<file path="src/design/itst_pkg.sv">
// Package: shared constants, payload structs, state codes and control bundles.
`timescale 1ns / 1ps

package itst_pkg;

    // Table geometry
    localparam int SLOTS     = 32;
    localparam int SLOT_W    = $clog2(SLOTS);
    localparam int EXT_W     = $clog2(SLOTS + 1);
    localparam int KEY_W     = 64;
    localparam int PROG_W    = 16;
    localparam int IDX_OUT_W = 6;

    // Event kinds
    localparam logic FUNC_SUBMIT   = 1'b0;
    localparam logic FUNC_COMPLETE = 1'b1;

    typedef enum logic [2:0] {
        GLYPH_LINE  = 3'd0,
        GLYPH_CROSS = 3'd1,
        GLYPH_OPEN  = 3'd2,
        GLYPH_CLOSE = 3'd3,
        GLYPH_BLANK = 3'd4,
        GLYPH_VERT  = 3'd5
    } glyph_t;

    typedef struct packed {
        logic              func;
        logic [KEY_W-1:0]  tag_key;
        logic [PROG_W-1:0] program_id;
        logic              rw;
    } evt_in_t;

    typedef struct packed {
        logic [IDX_OUT_W-1:0] slot_index;
        logic [PROG_W-1:0]    prog_out;
        logic                 dir_out;
        logic [IDX_OUT_W-1:0] column;
        glyph_t               glyph;
        logic                 overflow;
        logic                 last;
    } evt_out_t;

    typedef enum logic [2:0] {
        ST_IDLE,
        ST_SUBMIT,
        ST_SCAN_RD,
        ST_SCAN_CMP,
        ST_EMIT,
        ST_SHRINK
    } ctrl_state_t;

    // Commands from controller to datapath
    typedef struct packed {
        logic load;       // latch a new transaction
        logic alloc;      // claim the lowest free column
        logic ovf_out;    // send the table-full result
        logic scan_inc;   // advance the tag scan
        logic free_hit;   // release the matching column
        logic emit;       // send one glyph result
        logic shrink_dec; // drop one trailing free column
    } itst_cmd_t;

    // Status from datapath to controller
    typedef struct packed {
        logic is_complete;
        logic free_any;
        logic scan_end;
        logic hit;
        logic emit_last;
        logic shrink_more;
    } itst_stat_t;

endpackage

</file>
<file path="src/design/io_tag_slot_tracker_unit.sv">
// Top level: tracker of in-flight I/O tags, controller plus datapath.
//
//  Channel   Ports                          Transfer
//  --------  -----------------------------  ---------------------------------
//  request   start, busy, request           start high while busy low
//  result    result_strobe, result          strobe with each result, no stall
//
// A submit claims the lowest free column and sends one result per column up to
// the used extent, or a table-full result if none is free. A complete scans the
// tag memory (registered read, then compare), emits one result per column on a
// hit (none for an unknown tag), then drops one trailing free column per cycle.
// Reset clears every valid bit and the extent at once; no clearing pass is
// needed. Results leave through a register; the receiver cannot hold them off.
`timescale 1ns / 1ps

module io_tag_slot_tracker_unit
    import itst_pkg::*;
(
    input  logic     clk,
    input  logic     rst_n,
    input  logic     start,
    output logic     busy,
    input  evt_in_t  request,
    output evt_out_t result,
    output logic     result_strobe
);

    itst_cmd_t  cmd;
    itst_stat_t stat;
    logic       ctrl_busy;

    // Sequence each transaction
    itst_ctrl u_ctrl (
        .clk   (clk),
        .rst_n (rst_n),
        .start (start),
        .stat  (stat),
        .cmd   (cmd),
        .busy  (ctrl_busy)
    );

    // Hold the table and build results
    itst_dp u_dp (
        .clk           (clk),
        .rst_n         (rst_n),
        .request       (request),
        .cmd           (cmd),
        .stat          (stat),
        .result        (result),
        .result_strobe (result_strobe)
    );

    assign busy = ctrl_busy;

endmodule

</file>
<file path="src/design/itst_ctrl.sv">
// Controller: sequences lookup, glyph emission and extent shrink per transaction.
`timescale 1ns / 1ps

module itst_ctrl
    import itst_pkg::*;
(
    input  logic       clk,
    input  logic       rst_n,
    input  logic       start,
    input  itst_stat_t stat,
    output itst_cmd_t  cmd,
    output logic       busy
);

    ctrl_state_t state_reg, state_next;

    // Hold the state
    always_ff @(posedge clk or negedge rst_n)
    begin
        if (!rst_n)
        begin
            state_reg <= ST_IDLE;
        end
        else
        begin
            state_reg <= state_next;
        end
    end

    // Pick next state and commands
    always_comb
    begin
        state_next = state_reg;
        cmd        = '0;
        case (state_reg)
            ST_IDLE:
            begin
                if (start)
                begin
                    cmd.load   = 1'b1;
                    state_next = ST_SUBMIT;
                end
            end
            ST_SUBMIT:
            begin
                if (stat.is_complete)
                begin
                    state_next = ST_SCAN_RD;
                end
                else if (stat.free_any)
                begin
                    cmd.alloc  = 1'b1;
                    state_next = ST_EMIT;
                end
                else
                begin
                    cmd.ovf_out = 1'b1;
                    state_next  = ST_IDLE;
                end
            end
            ST_SCAN_RD:
            begin
                // Unknown tag: drop the transaction without a result
                if (stat.scan_end)
                begin
                    state_next = ST_IDLE;
                end
                else
                begin
                    state_next = ST_SCAN_CMP;
                end
            end
            ST_SCAN_CMP:
            begin
                if (stat.hit)
                begin
                    cmd.free_hit = 1'b1;
                    state_next   = ST_EMIT;
                end
                else
                begin
                    cmd.scan_inc = 1'b1;
                    state_next   = ST_SCAN_RD;
                end
            end
            ST_EMIT:
            begin
                cmd.emit = 1'b1;
                if (stat.emit_last)
                begin
                    state_next = stat.is_complete ? ST_SHRINK : ST_IDLE;
                end
            end
            ST_SHRINK:
            begin
                if (stat.shrink_more)
                begin
                    cmd.shrink_dec = 1'b1;
                end
                else
                begin
                    state_next = ST_IDLE;
                end
            end
            default:
            begin
                state_next = ST_IDLE;
            end
        endcase
    end

    assign busy = (state_reg != ST_IDLE);

endmodule

</file>
<file path="src/design/itst_dp.sv">
// Datapath: slot table, tag and program memories, extent, counters and result register.
`timescale 1ns / 1ps

module itst_dp
    import itst_pkg::*;
(
    input  logic       clk,
    input  logic       rst_n,
    input  evt_in_t    request,
    input  itst_cmd_t  cmd,
    output itst_stat_t stat,
    output evt_out_t   result,
    output logic       result_strobe
);

    // Transaction fields
    logic              func_reg;
    logic [KEY_W-1:0]  key_reg;
    logic [PROG_W-1:0] prog_in_reg;
    logic              rw_reg;

    // Table state and counters
    logic [SLOTS-1:0]  valid_reg;
    logic [EXT_W-1:0]  extent_reg;
    logic [EXT_W-1:0]  scan_reg;
    logic [EXT_W-1:0]  col_reg;

    // Row description for the glyph pass
    logic [SLOT_W-1:0] ev_col_reg;
    logic [PROG_W-1:0] ev_prog_reg;
    logic              ev_dir_reg;
    glyph_t            corner_reg;

    // Memories and registered read data
    logic [KEY_W-1:0]  tag_mem  [SLOTS];
    logic [PROG_W-1:0] prog_mem [SLOTS];
    logic [KEY_W-1:0]  tag_rd_reg;
    logic [PROG_W-1:0] prog_rd_reg;

    evt_out_t          result_reg, result_next;
    logic              strobe_reg;

    logic [SLOTS-1:0]  free_vec;
    logic [SLOTS-1:0]  free_oh;
    logic [SLOT_W-1:0] free_idx;
    logic [SLOT_W-1:0] scan_idx;
    logic [SLOT_W-1:0] col_idx;
    logic [EXT_W-1:0]  ext_m1;
    logic [EXT_W-1:0]  col_p1;
    glyph_t            glyph_cur;

    // Find the lowest free column
    always_comb
    begin
        free_vec = ~valid_reg;
        free_oh  = free_vec & (~free_vec + SLOTS'(1));
        free_idx = '0;
        for (int k = 0; k < SLOTS; k++)
        begin
            if (free_oh[k])
            begin
                free_idx = free_idx | SLOT_W'(k);
            end
        end
    end

    assign scan_idx = scan_reg[SLOT_W-1:0];
    assign col_idx  = col_reg[SLOT_W-1:0];
    assign ext_m1   = extent_reg - EXT_W'(1);
    assign col_p1   = col_reg + EXT_W'(1);

    // Classify the current column
    always_comb
    begin
        if (col_idx < ev_col_reg)
        begin
            glyph_cur = valid_reg[col_idx] ? GLYPH_CROSS : GLYPH_LINE;
        end
        else if (col_idx == ev_col_reg)
        begin
            glyph_cur = corner_reg;
        end
        else
        begin
            glyph_cur = valid_reg[col_idx] ? GLYPH_VERT : GLYPH_BLANK;
        end
    end

    // Report status
    always_comb
    begin
        stat.is_complete = (func_reg == FUNC_COMPLETE);
        stat.free_any    = |free_vec;
        stat.scan_end    = (scan_reg >= extent_reg);
        stat.hit         = valid_reg[scan_idx] && (tag_rd_reg == key_reg);
        stat.emit_last   = (col_p1 == extent_reg);
        stat.shrink_more = (extent_reg != '0) && !valid_reg[ext_m1[SLOT_W-1:0]];
    end

    // Build the next result
    always_comb
    begin
        result_next = result_reg;
        if (cmd.ovf_out)
        begin
            result_next.slot_index = '0;
            result_next.prog_out   = prog_in_reg;
            result_next.dir_out    = rw_reg;
            result_next.column     = '0;
            result_next.glyph      = GLYPH_BLANK;
            result_next.overflow   = 1'b1;
            result_next.last       = 1'b1;
        end
        else if (cmd.emit)
        begin
            result_next.slot_index = IDX_OUT_W'(ev_col_reg);
            result_next.prog_out   = ev_prog_reg;
            result_next.dir_out    = ev_dir_reg;
            result_next.column     = IDX_OUT_W'(col_idx);
            result_next.glyph      = glyph_cur;
            result_next.overflow   = 1'b0;
            result_next.last       = (col_p1 == extent_reg);
        end
    end

    // Update control state: valid bits, extent, counters, strobe
    always_ff @(posedge clk or negedge rst_n)
    begin
        if (!rst_n)
        begin
            valid_reg  <= '0;
            extent_reg <= '0;
            scan_reg   <= '0;
            col_reg    <= '0;
            strobe_reg <= 1'b0;
        end
        else
        begin
            strobe_reg <= cmd.emit | cmd.ovf_out;
            if (cmd.load)
            begin
                scan_reg <= '0;
            end
            else if (cmd.scan_inc)
            begin
                scan_reg <= scan_reg + EXT_W'(1);
            end
            if (cmd.alloc)
            begin
                valid_reg[free_idx] <= 1'b1;
                col_reg             <= '0;
                if (extent_reg <= EXT_W'(free_idx))
                begin
                    extent_reg <= EXT_W'(free_idx) + EXT_W'(1);
                end
            end
            else if (cmd.free_hit)
            begin
                valid_reg[scan_idx] <= 1'b0;
                col_reg             <= '0;
            end
            else if (cmd.emit)
            begin
                col_reg <= col_p1;
            end
            else if (cmd.shrink_dec)
            begin
                extent_reg <= ext_m1;
            end
        end
    end

    // Hold payload registers
    always_ff @(posedge clk)
    begin
        result_reg <= result_next;
        if (cmd.load)
        begin
            func_reg    <= request.func;
            key_reg     <= request.tag_key;
            prog_in_reg <= request.program_id;
            rw_reg      <= request.rw;
        end
        if (cmd.alloc)
        begin
            ev_col_reg  <= free_idx;
            ev_prog_reg <= prog_in_reg;
            ev_dir_reg  <= rw_reg;
            corner_reg  <= GLYPH_OPEN;
        end
        else if (cmd.free_hit)
        begin
            ev_col_reg  <= scan_idx;
            ev_prog_reg <= prog_rd_reg;
            ev_dir_reg  <= 1'b0;
            corner_reg  <= GLYPH_CLOSE;
        end
    end

    // Tag and program memories: write on claim, read at the scan address
    always_ff @(posedge clk)
    begin
        if (cmd.alloc)
        begin
            tag_mem[free_idx]  <= key_reg;
            prog_mem[free_idx] <= prog_in_reg;
        end
        tag_rd_reg  <= tag_mem[scan_idx];
        prog_rd_reg <= prog_mem[scan_idx];
    end

    assign result        = result_reg;
    assign result_strobe = strobe_reg;

endmodule
</file>
<file path="config.mk">
export PLATFORM = sky130hd
export DESIGN_NAME = io_tag_slot_tracker_unit
export DESIGN_NICKNAME = d
export VERILOG_FILES = /design/src/design/itst_pkg.sv /design/src/design/io_tag_slot_tracker_unit.sv /design/src/design/itst_ctrl.sv /design/src/design/itst_dp.sv
export SDC_FILE = /design/constraint.sdc
export NUM_CORES = 2
export LEC_CHECK = 0
export BUFFER_PORTS_ARGS = -buffer_cell sky130_fd_sc_hd__buf_4
export CORE_MARGIN = 2
export CORE_UTILIZATION = 37
export DETAILED_ROUTE_END_ITERATION = 10
export GPL_TIMING_DRIVEN = 0
export PLACE_DENSITY_LB_ADDON = 0.08
export SYNTH_ARGS = -nofsm -noshare
export SYNTH_HDL_FRONTEND = slang
export SYNTH_SLANG_ARGS = --single-unit
export TNS_END_PERCENT = 30
</file>
<file path="constraint.sdc">
create_clock -name clk -period 16.13 [get_ports clk]
set_input_delay 1.613 -clock clk [delete_from_list [all_inputs] [get_ports clk]]
set_output_delay 1.613 -clock clk [all_outputs]
set_load 0.02 [all_outputs]
</file>
* After elaboration in Yosys (flattened, before gate mapping)
Memory sizes are Yosys's and may differ from the RTL's. A register that Yosys moved wholly into a read port is not among the register bits.
Cells that the tools add are included.
** Operators by class
- Bitwise operators :: 7
- Reduce and logical (&&, ||, !) cells :: 16
- $lt $le $gt $ge :: 9
- Multiplexer cells :: 124
- Add/sub/neg operators :: 5
- Eq/ne operators :: 14
** Operators by type and width (count)
- $mux W6 :: 21
- $mux W32 :: 3
- $not A32 Y32 :: 3
- $mux W5 :: 19
- $mux W3 :: 24
- $mux W34 :: 2
- $and A32 B32 Y32 :: 2
- $eq A64 B64 Y1 :: 1
- $mux W16 :: 3
- $add A32 B1 Y32 const B :: 1
- $mux W4 :: 8
- $or A32 B32 Y32 :: 1
- $reduce_or A32 Y1 :: 1
- $mux W1 :: 30
- $mux W28 :: 1
- $lt A5 B6 Y1 const B :: 4
- $pmux W3 S6 :: 1
- $bmux W1 S5 :: 3
- $mux W2 :: 7
- $add A6 B1 Y6 const B :: 2
- $demux W1 S5 :: 2
- $ge A5 B1 Y1 const B :: 2
- $ne A2 B2 Y1 const B :: 4
- $reduce_bool A2 Y1 :: 4
- other kinds (19) :: 26
** Word-level totals
- Output and inout bits :: 36
- Memories :: 2
- Bits of input ports :: 85
- Flip-flop bits (word level) :: 195
- Word-level logic and storage cells :: 198
- RAM bits :: 2560
** Memory list
- u_dp.tag_mem :: words 32, width 64, read ports 1, clocked after Yosys merged registers in 1, write ports 1, line itst_dp.sv:35 : logic [KEY_W-1:0] tag_mem [SLOTS];
- u_dp.prog_mem :: words 32, width 16, read ports 1, clocked after Yosys merged registers in 1, write ports 1, line itst_dp.sv:36 : logic [PROG_W-1:0] prog_mem [SLOTS];

* Longest topological paths before layout
- Depth in word-level cells :: 41
- Depth in mapped cells :: 16
- Gate-level depth less buffers :: 15

* Cells and area by module
Synthesis repeated with hierarchy kept, for this count alone.
** Second synthesis, totals
- Cells, all modules :: 4747
- Area, all modules :: 106798.7 µm²
** By module, submodules not included
- itst_dp :: cells an instance 4716, times used 1, area each 106489.6 µm², seq. area each 83705.3 µm²
- itst_ctrl :: cells an instance 31, times used 1, area each 309.0 µm², seq. area each 75.1 µm²

* Least setup slack after synthesis
OpenSTA, ideal clock, no wires.
- Path kind :: flip-flop to flip-flop
- From :: reg u_dp.valid_reg[23]
- To :: mem u_dp.prog_mem[3][0], enable pin
- Stages on the path, launching flop included :: 11
- Buffers on the path :: 1
- Data arrival time :: 5.679 ns
- Clock period less this slack :: 6.198 ns
- Path slack :: 9.932 ns
- Setup time :: 0.519 ns
- Data required time :: 15.611 ns
- Cells stage by stage :: dfrtp_1 clkbuf_1 nand2_1 or4_1 or3_1 a31oi_1 nor4_2 inv_1 ha_1 nand2_1 nor2_1
** On the way
- Longest elaborated chain between the ends :: 13
- Elaborated cells between the ends (all ways) :: 22
- Classes of those cells :: add/sub (1); mux (17); bitwise (3); reduce/logical (1)
** Ends and longest elaborated chain
- start: declaration :: line itst_dp.sv:23 : logic [SLOTS-1:0] valid_reg;
- start signal: assignment :: line itst_dp.sv:131 : valid_reg <= '0;
- start signal: indexed assignment :: line itst_dp.sv:150 : valid_reg[free_idx] <= 1'b1;
- start signal: indexed assignment :: line itst_dp.sv:159 : valid_reg[scan_idx] <= 1'b0;
- $not A32 Y32 (*) :: line itst_dp.sv:55 : free_vec = ~valid_reg;
- $not A32 Y32 :: line itst_dp.sv:56 : free_oh = free_vec & (~free_vec + SLOTS'(1));
- $add A32 B1 Y32 :: line itst_dp.sv:56
- $and A32 B32 Y32 :: line itst_dp.sv:56
- $mux W5 (9 in a row) :: line itst_dp.sv:60 : if (free_oh[k])
- end: declaration :: line itst_dp.sv:36
Every way passes the cells marked *; elsewhere a longest branch is shown, timed or not. The select of a mux whose other input is x is not followed.

==> impl_summary.md <==
Setup path
The signal on the critical path passes through buf_1, clkbuf_1, clkbuf_1, buf_1, mux4_2, a22oi_1, nand4_1. The setup path with the least slack is of type register to register. Of all nets on the critical path, the largest fanout is 10. The worst register-to-register path ends at u_dp.tag_rd_reg[63]$_DFF_P_. The slowest stage cell on the critical path is clkbuf_1.

The largest single stage delay on the critical path is 1.14 ns. The source of the worst register-to-register timing path is u_dp.scan_reg[1]$_DFFE_PN0P_. The required time reported for the critical path endpoint is 16.86 ns.

STA classifies the critical path startpoint as a register. Across all register-to-register paths, the minimum setup slack is 10.37 ns. Data arrives at the worst endpoint at 6.49 ns. The worst setup path is captured at a register.

The number of cells traversed by the worst register-to-register path is 7.

Job
Max-cap violations in this run came to 1.

Floorplanning
The core region is 0.2879 mm2. For this configuration, the core starts out at a cell density of 37.15%. The die covers 0.2933 mm2. The die extent in y is 541.6 um. The number of ports placed on the die boundary is 121.

Measured along the x axis, the die boundary spans 541.6 um. The placement row count is 197.

Global routing
Global routing used 23.87% of the available tracks across all layers. The residual overflow from global routing is 0. The initial antenna violation count was 22.

The number of global-route vias before repair was 54915. Entering global routing, the biggest net connects 55 pins. The first global-routing pass estimated 477.6 mm of wire.

Power and ir drop
The maximum vdd ir drop is 0.00008914 V. Power spread over the standard cell area amounts to 155.4 mW/mm2. In this run the static leakage power is 0.03916 uW.

Synth
The post-synthesis average cell area is 21.99 um2. The most instantiated flip-flop cell in the synthesis netlist is edfxtp_1. The most repeated cell in the gate-level netlist after synthesis is edfxtp_1. The cell count after synthesis is 4864. The Yosys step of the flow raised 0 warnings. After synthesis, the netlist uses 79 different library cells. Ranked by total cell area, the synthesized netlist is headed by edfxtp_1 (75%), mux4_2 (14%), a22oi_1 (2.3%). The synthesized flop and latch total is 2831.

The post-synthesis cell type with the largest combined area is edfxtp_1. The synthesized cell area is 0.1069 mm2. The portion of synthesized cell area occupied by the leading cell type is 75.28%.

The count of flip-flops with a built-in enable after synthesis is 2681. For this run, asynchronously set or reset flops after synthesis account for 1.907%. Of the synthesized area, sequential elements account for 78.34%.

In the synthesized netlist, the cells that appear most often are edfxtp_1 (2681), mux4_2 (663), a22oi_1 (321), nand2_1 (172), clkbuf_1 (160).

Routing
For this block, the routed nets add up to 352.6 mm of wire. The post-detailed-route wirelength per cell is 37.14 um. For this block, the via count after detailed routing is 54276. The number of violations reported at the end of detailed-routing iteration 0 is 6735.

The detail route stage leaves a number of antenna-violating nets equal to 0. After detailed routing, the number of vias per cell comes to 5.716. The first detailed-routing pass took 5 iterations.

After detailed routing, the number of remaining DRC violations is 0.

STA
Derived from the worst setup path, the maximum achievable clock frequency is 173.6 MHz. Setup violations remaining at the end of the flow were counted as 0. The clock period could shrink to 5.761 ns. The tightest hold path in the finished design has a slack of 0.4427 ns. Setup repair after global routing left no endpoint under its margin.

The clock tree skew after final layout is 0.04041 ns. At the pin with the least slew margin, the transition time is 1.504 ns. The summed negative setup slack over all endpoints is 0 ns. The count of final hold-check violations is 0. After layout, the worst path uses 35.71% of the clock period.

The worst relative slew slack is -0.2890%. The number of max-slew violations in the final report is 10.

Layout
The final layout contains 5561 nets. Relative to the synthesized area, the layout overhead comes to 18.32%. The number of standard cells in the final layout excluding fillers is 9496. The total of fill cells in the finished design is 24724.

The number of flip-flops under the largest register name is 2048. The largest registers in the layout are u_dp.tag_mem (2048), u_dp.prog_mem (512). The utilization of the core after routing is 43.95%. The post-route netlist has 26.59% of its cells at a drive strength greater than 1. Counting flops per register, the top entry is u_dp.tag_mem.

Place
Once placement completed, the tool counted placed cells totaling 8910. Input and output buffers added on the ports amount to 118. The half-perimeter wire length of the detailed placement result is 227.7 mm. The final estimated routing congestion in global placement is 0.8076.

Hold path
In this run the worst hold path is classified as register to register. The worst hold path passes through 2 cells. For hold timing, the worst endpoint is u_dp.result[1]$_SDFFE_PP1P_. The startpoint identified for the worst hold timing path is u_dp.result[1]$_SDFFE_PP1P_.

Clocking
The clock insertion delay at the later pin of the skew report is 0.91 ns. The H-tree level count is 5. In this run the clock root is driven by a clkbuf_16. The clock passes through at most 4 buffers.

The CTS tree is built. The post-cts sizing count is 0. CTS saw 2831 sinks.

The clock buffer count from CTS is 315. After clock tree synthesis, the flow added hold-fix buffers numbering 0. Clock-pin slew was measured on the worst setup and hold paths at 0.06 ns. Buffers added to address setup during post-CTS repair amount to 0.

Status
The checks that failed: max-capacitance violations, max-slew violations. The run finished, with violations left.
[placed cells by master (no fill, tap or decap), drive strengths merged, types with 13 or more instances in the layout]
| cell type | n |
|---|---|
| ha | 27 |
| buf | 364 |
| nand2 | 172 |
| xor2 | 74 |
| nor2 | 56 |
| inv | 40 |
| nor3 | 13 |
| edfxtp | 2681 |
| nand4 | 101 |
| bufinv | 31 |
| xnor2 | 13 |
| o21ai | 70 |
| clkinv | 107 |
| a21oi | 34 |
| nor4 | 23 |
| mux4 | 666 |
| nand2b | 18 |
| dfxtp | 96 |
| clkbuf | 597 |
| and3 | 13 |
| nand3 | 20 |
| dfrtp | 54 |
| a22oi | 321 |
[how the worst max path moves through the flow]
stage / startpoint / end / slack, ns / depth (start not counted)
finish: u_dp.scan_reg[1]$_DFFE_PN0P_ / u_dp.tag_rd_reg[63]$_DFF_P_ / 10.37 / 7
global route: u_dp.valid_reg[2]$_DFFE_PN0P_ / u_dp.tag_mem[3][32]$_DFFE_PP_ / 10.36 / 12
detailed placement: u_dp.scan_reg[1]$_DFFE_PN0P_ / u_dp.tag_rd_reg[23]$_DFF_P_ / 10.47 / 7
floorplan: u_dp.valid_reg[23]$_DFFE_PN0P_ / u_dp.prog_mem[3][0]$_DFFE_PP_ / 9.93 / 10
global placement: u_dp.valid_reg[2]$_DFFE_PN0P_ / u_dp.tag_mem[15][38]$_DFFE_PP_ / 1.63 / 9
CTS: u_dp.scan_reg[1]$_DFFE_PN0P_ / u_dp.tag_rd_reg[23]$_DFF_P_ / 10.44 / 7
[per-stage QoR]
step | power (uW) | setup WS, ns | instance area (um2)
2_1_floorplan | 11080 | 9.932 | 106900
3_3_place_gp | 12520 | 1.628 | 112600
3_5_place_dp | 12590 | 10.47 | 116100
4_1_cts | 19860 | 10.44 | 126500
5_1_grt | 20320 | 10.36 | 126500
6_report | 19660 | 10.37 | 126500
[worst max-delay path: cells and delay by family (launching register included)]
family | cells | cell delay (ns)
and+or+nand+nor | 1 | 0.18
AOI/OAI and AO/OA | 1 | 0.46
DFF | 1 | 0.53
buffers and inverters | 4 | 3.95
muxes | 1 | 0.42
[routing by layer]
layer  share of wire (%)  vias to the layer above  global-route usage (%)  routed length (um)
met1                  43                    29960                   33.80              151400
li1                    -                    21817                       -                   -
met3                 6.0                      411                   3.179               21210
met5                   0                        -                       0                   0
met4                 2.1                        0                   4.994                7412
met2                  49                     2088                   39.55              172600
[final cells by class]
class	count	area [um2]	share of cell area, %
clock inverter	151	1682	1.329
tap	3781	4731	3.739
timing repair buffer	267	4155	3.284
multi-input combinational	1738	22230	17.57
antenna	2	5.005	0.003955
sequential	2831	83780	66.21
clock buffer	430	8715	6.887
inverter	32	120.1	0.09493
buffer	264	1111	0.8781
[power breakdown]
group          switching [uW]  internal (uW)
Combinational            1910           1370
Sequential                453           8640
Clock                    2990           4300
Total                    5350          14300
[kinds of logic (layout without fill, tap and decap cells)]
kind of cell | count (synthesis) | in the layout | share of synthesized area [%]
adders and majority gates | 27 | 27 | 0.3159
AOI/OAI and AO/OA | 481 | 481 | 3.177
DFF | 2831 | 2831 | 78.34
other | 1 | 4 | 0.003507
buffers and inverters | 296 | 1144 | 1.083
muxes | 671 | 671 | 14.08
xor gates and xnor gates | 87 | 87 | 0.7195
and+or+nand+nor | 470 | 470 | 2.274
No activity file was read; power rests on OpenSTA's default activity.
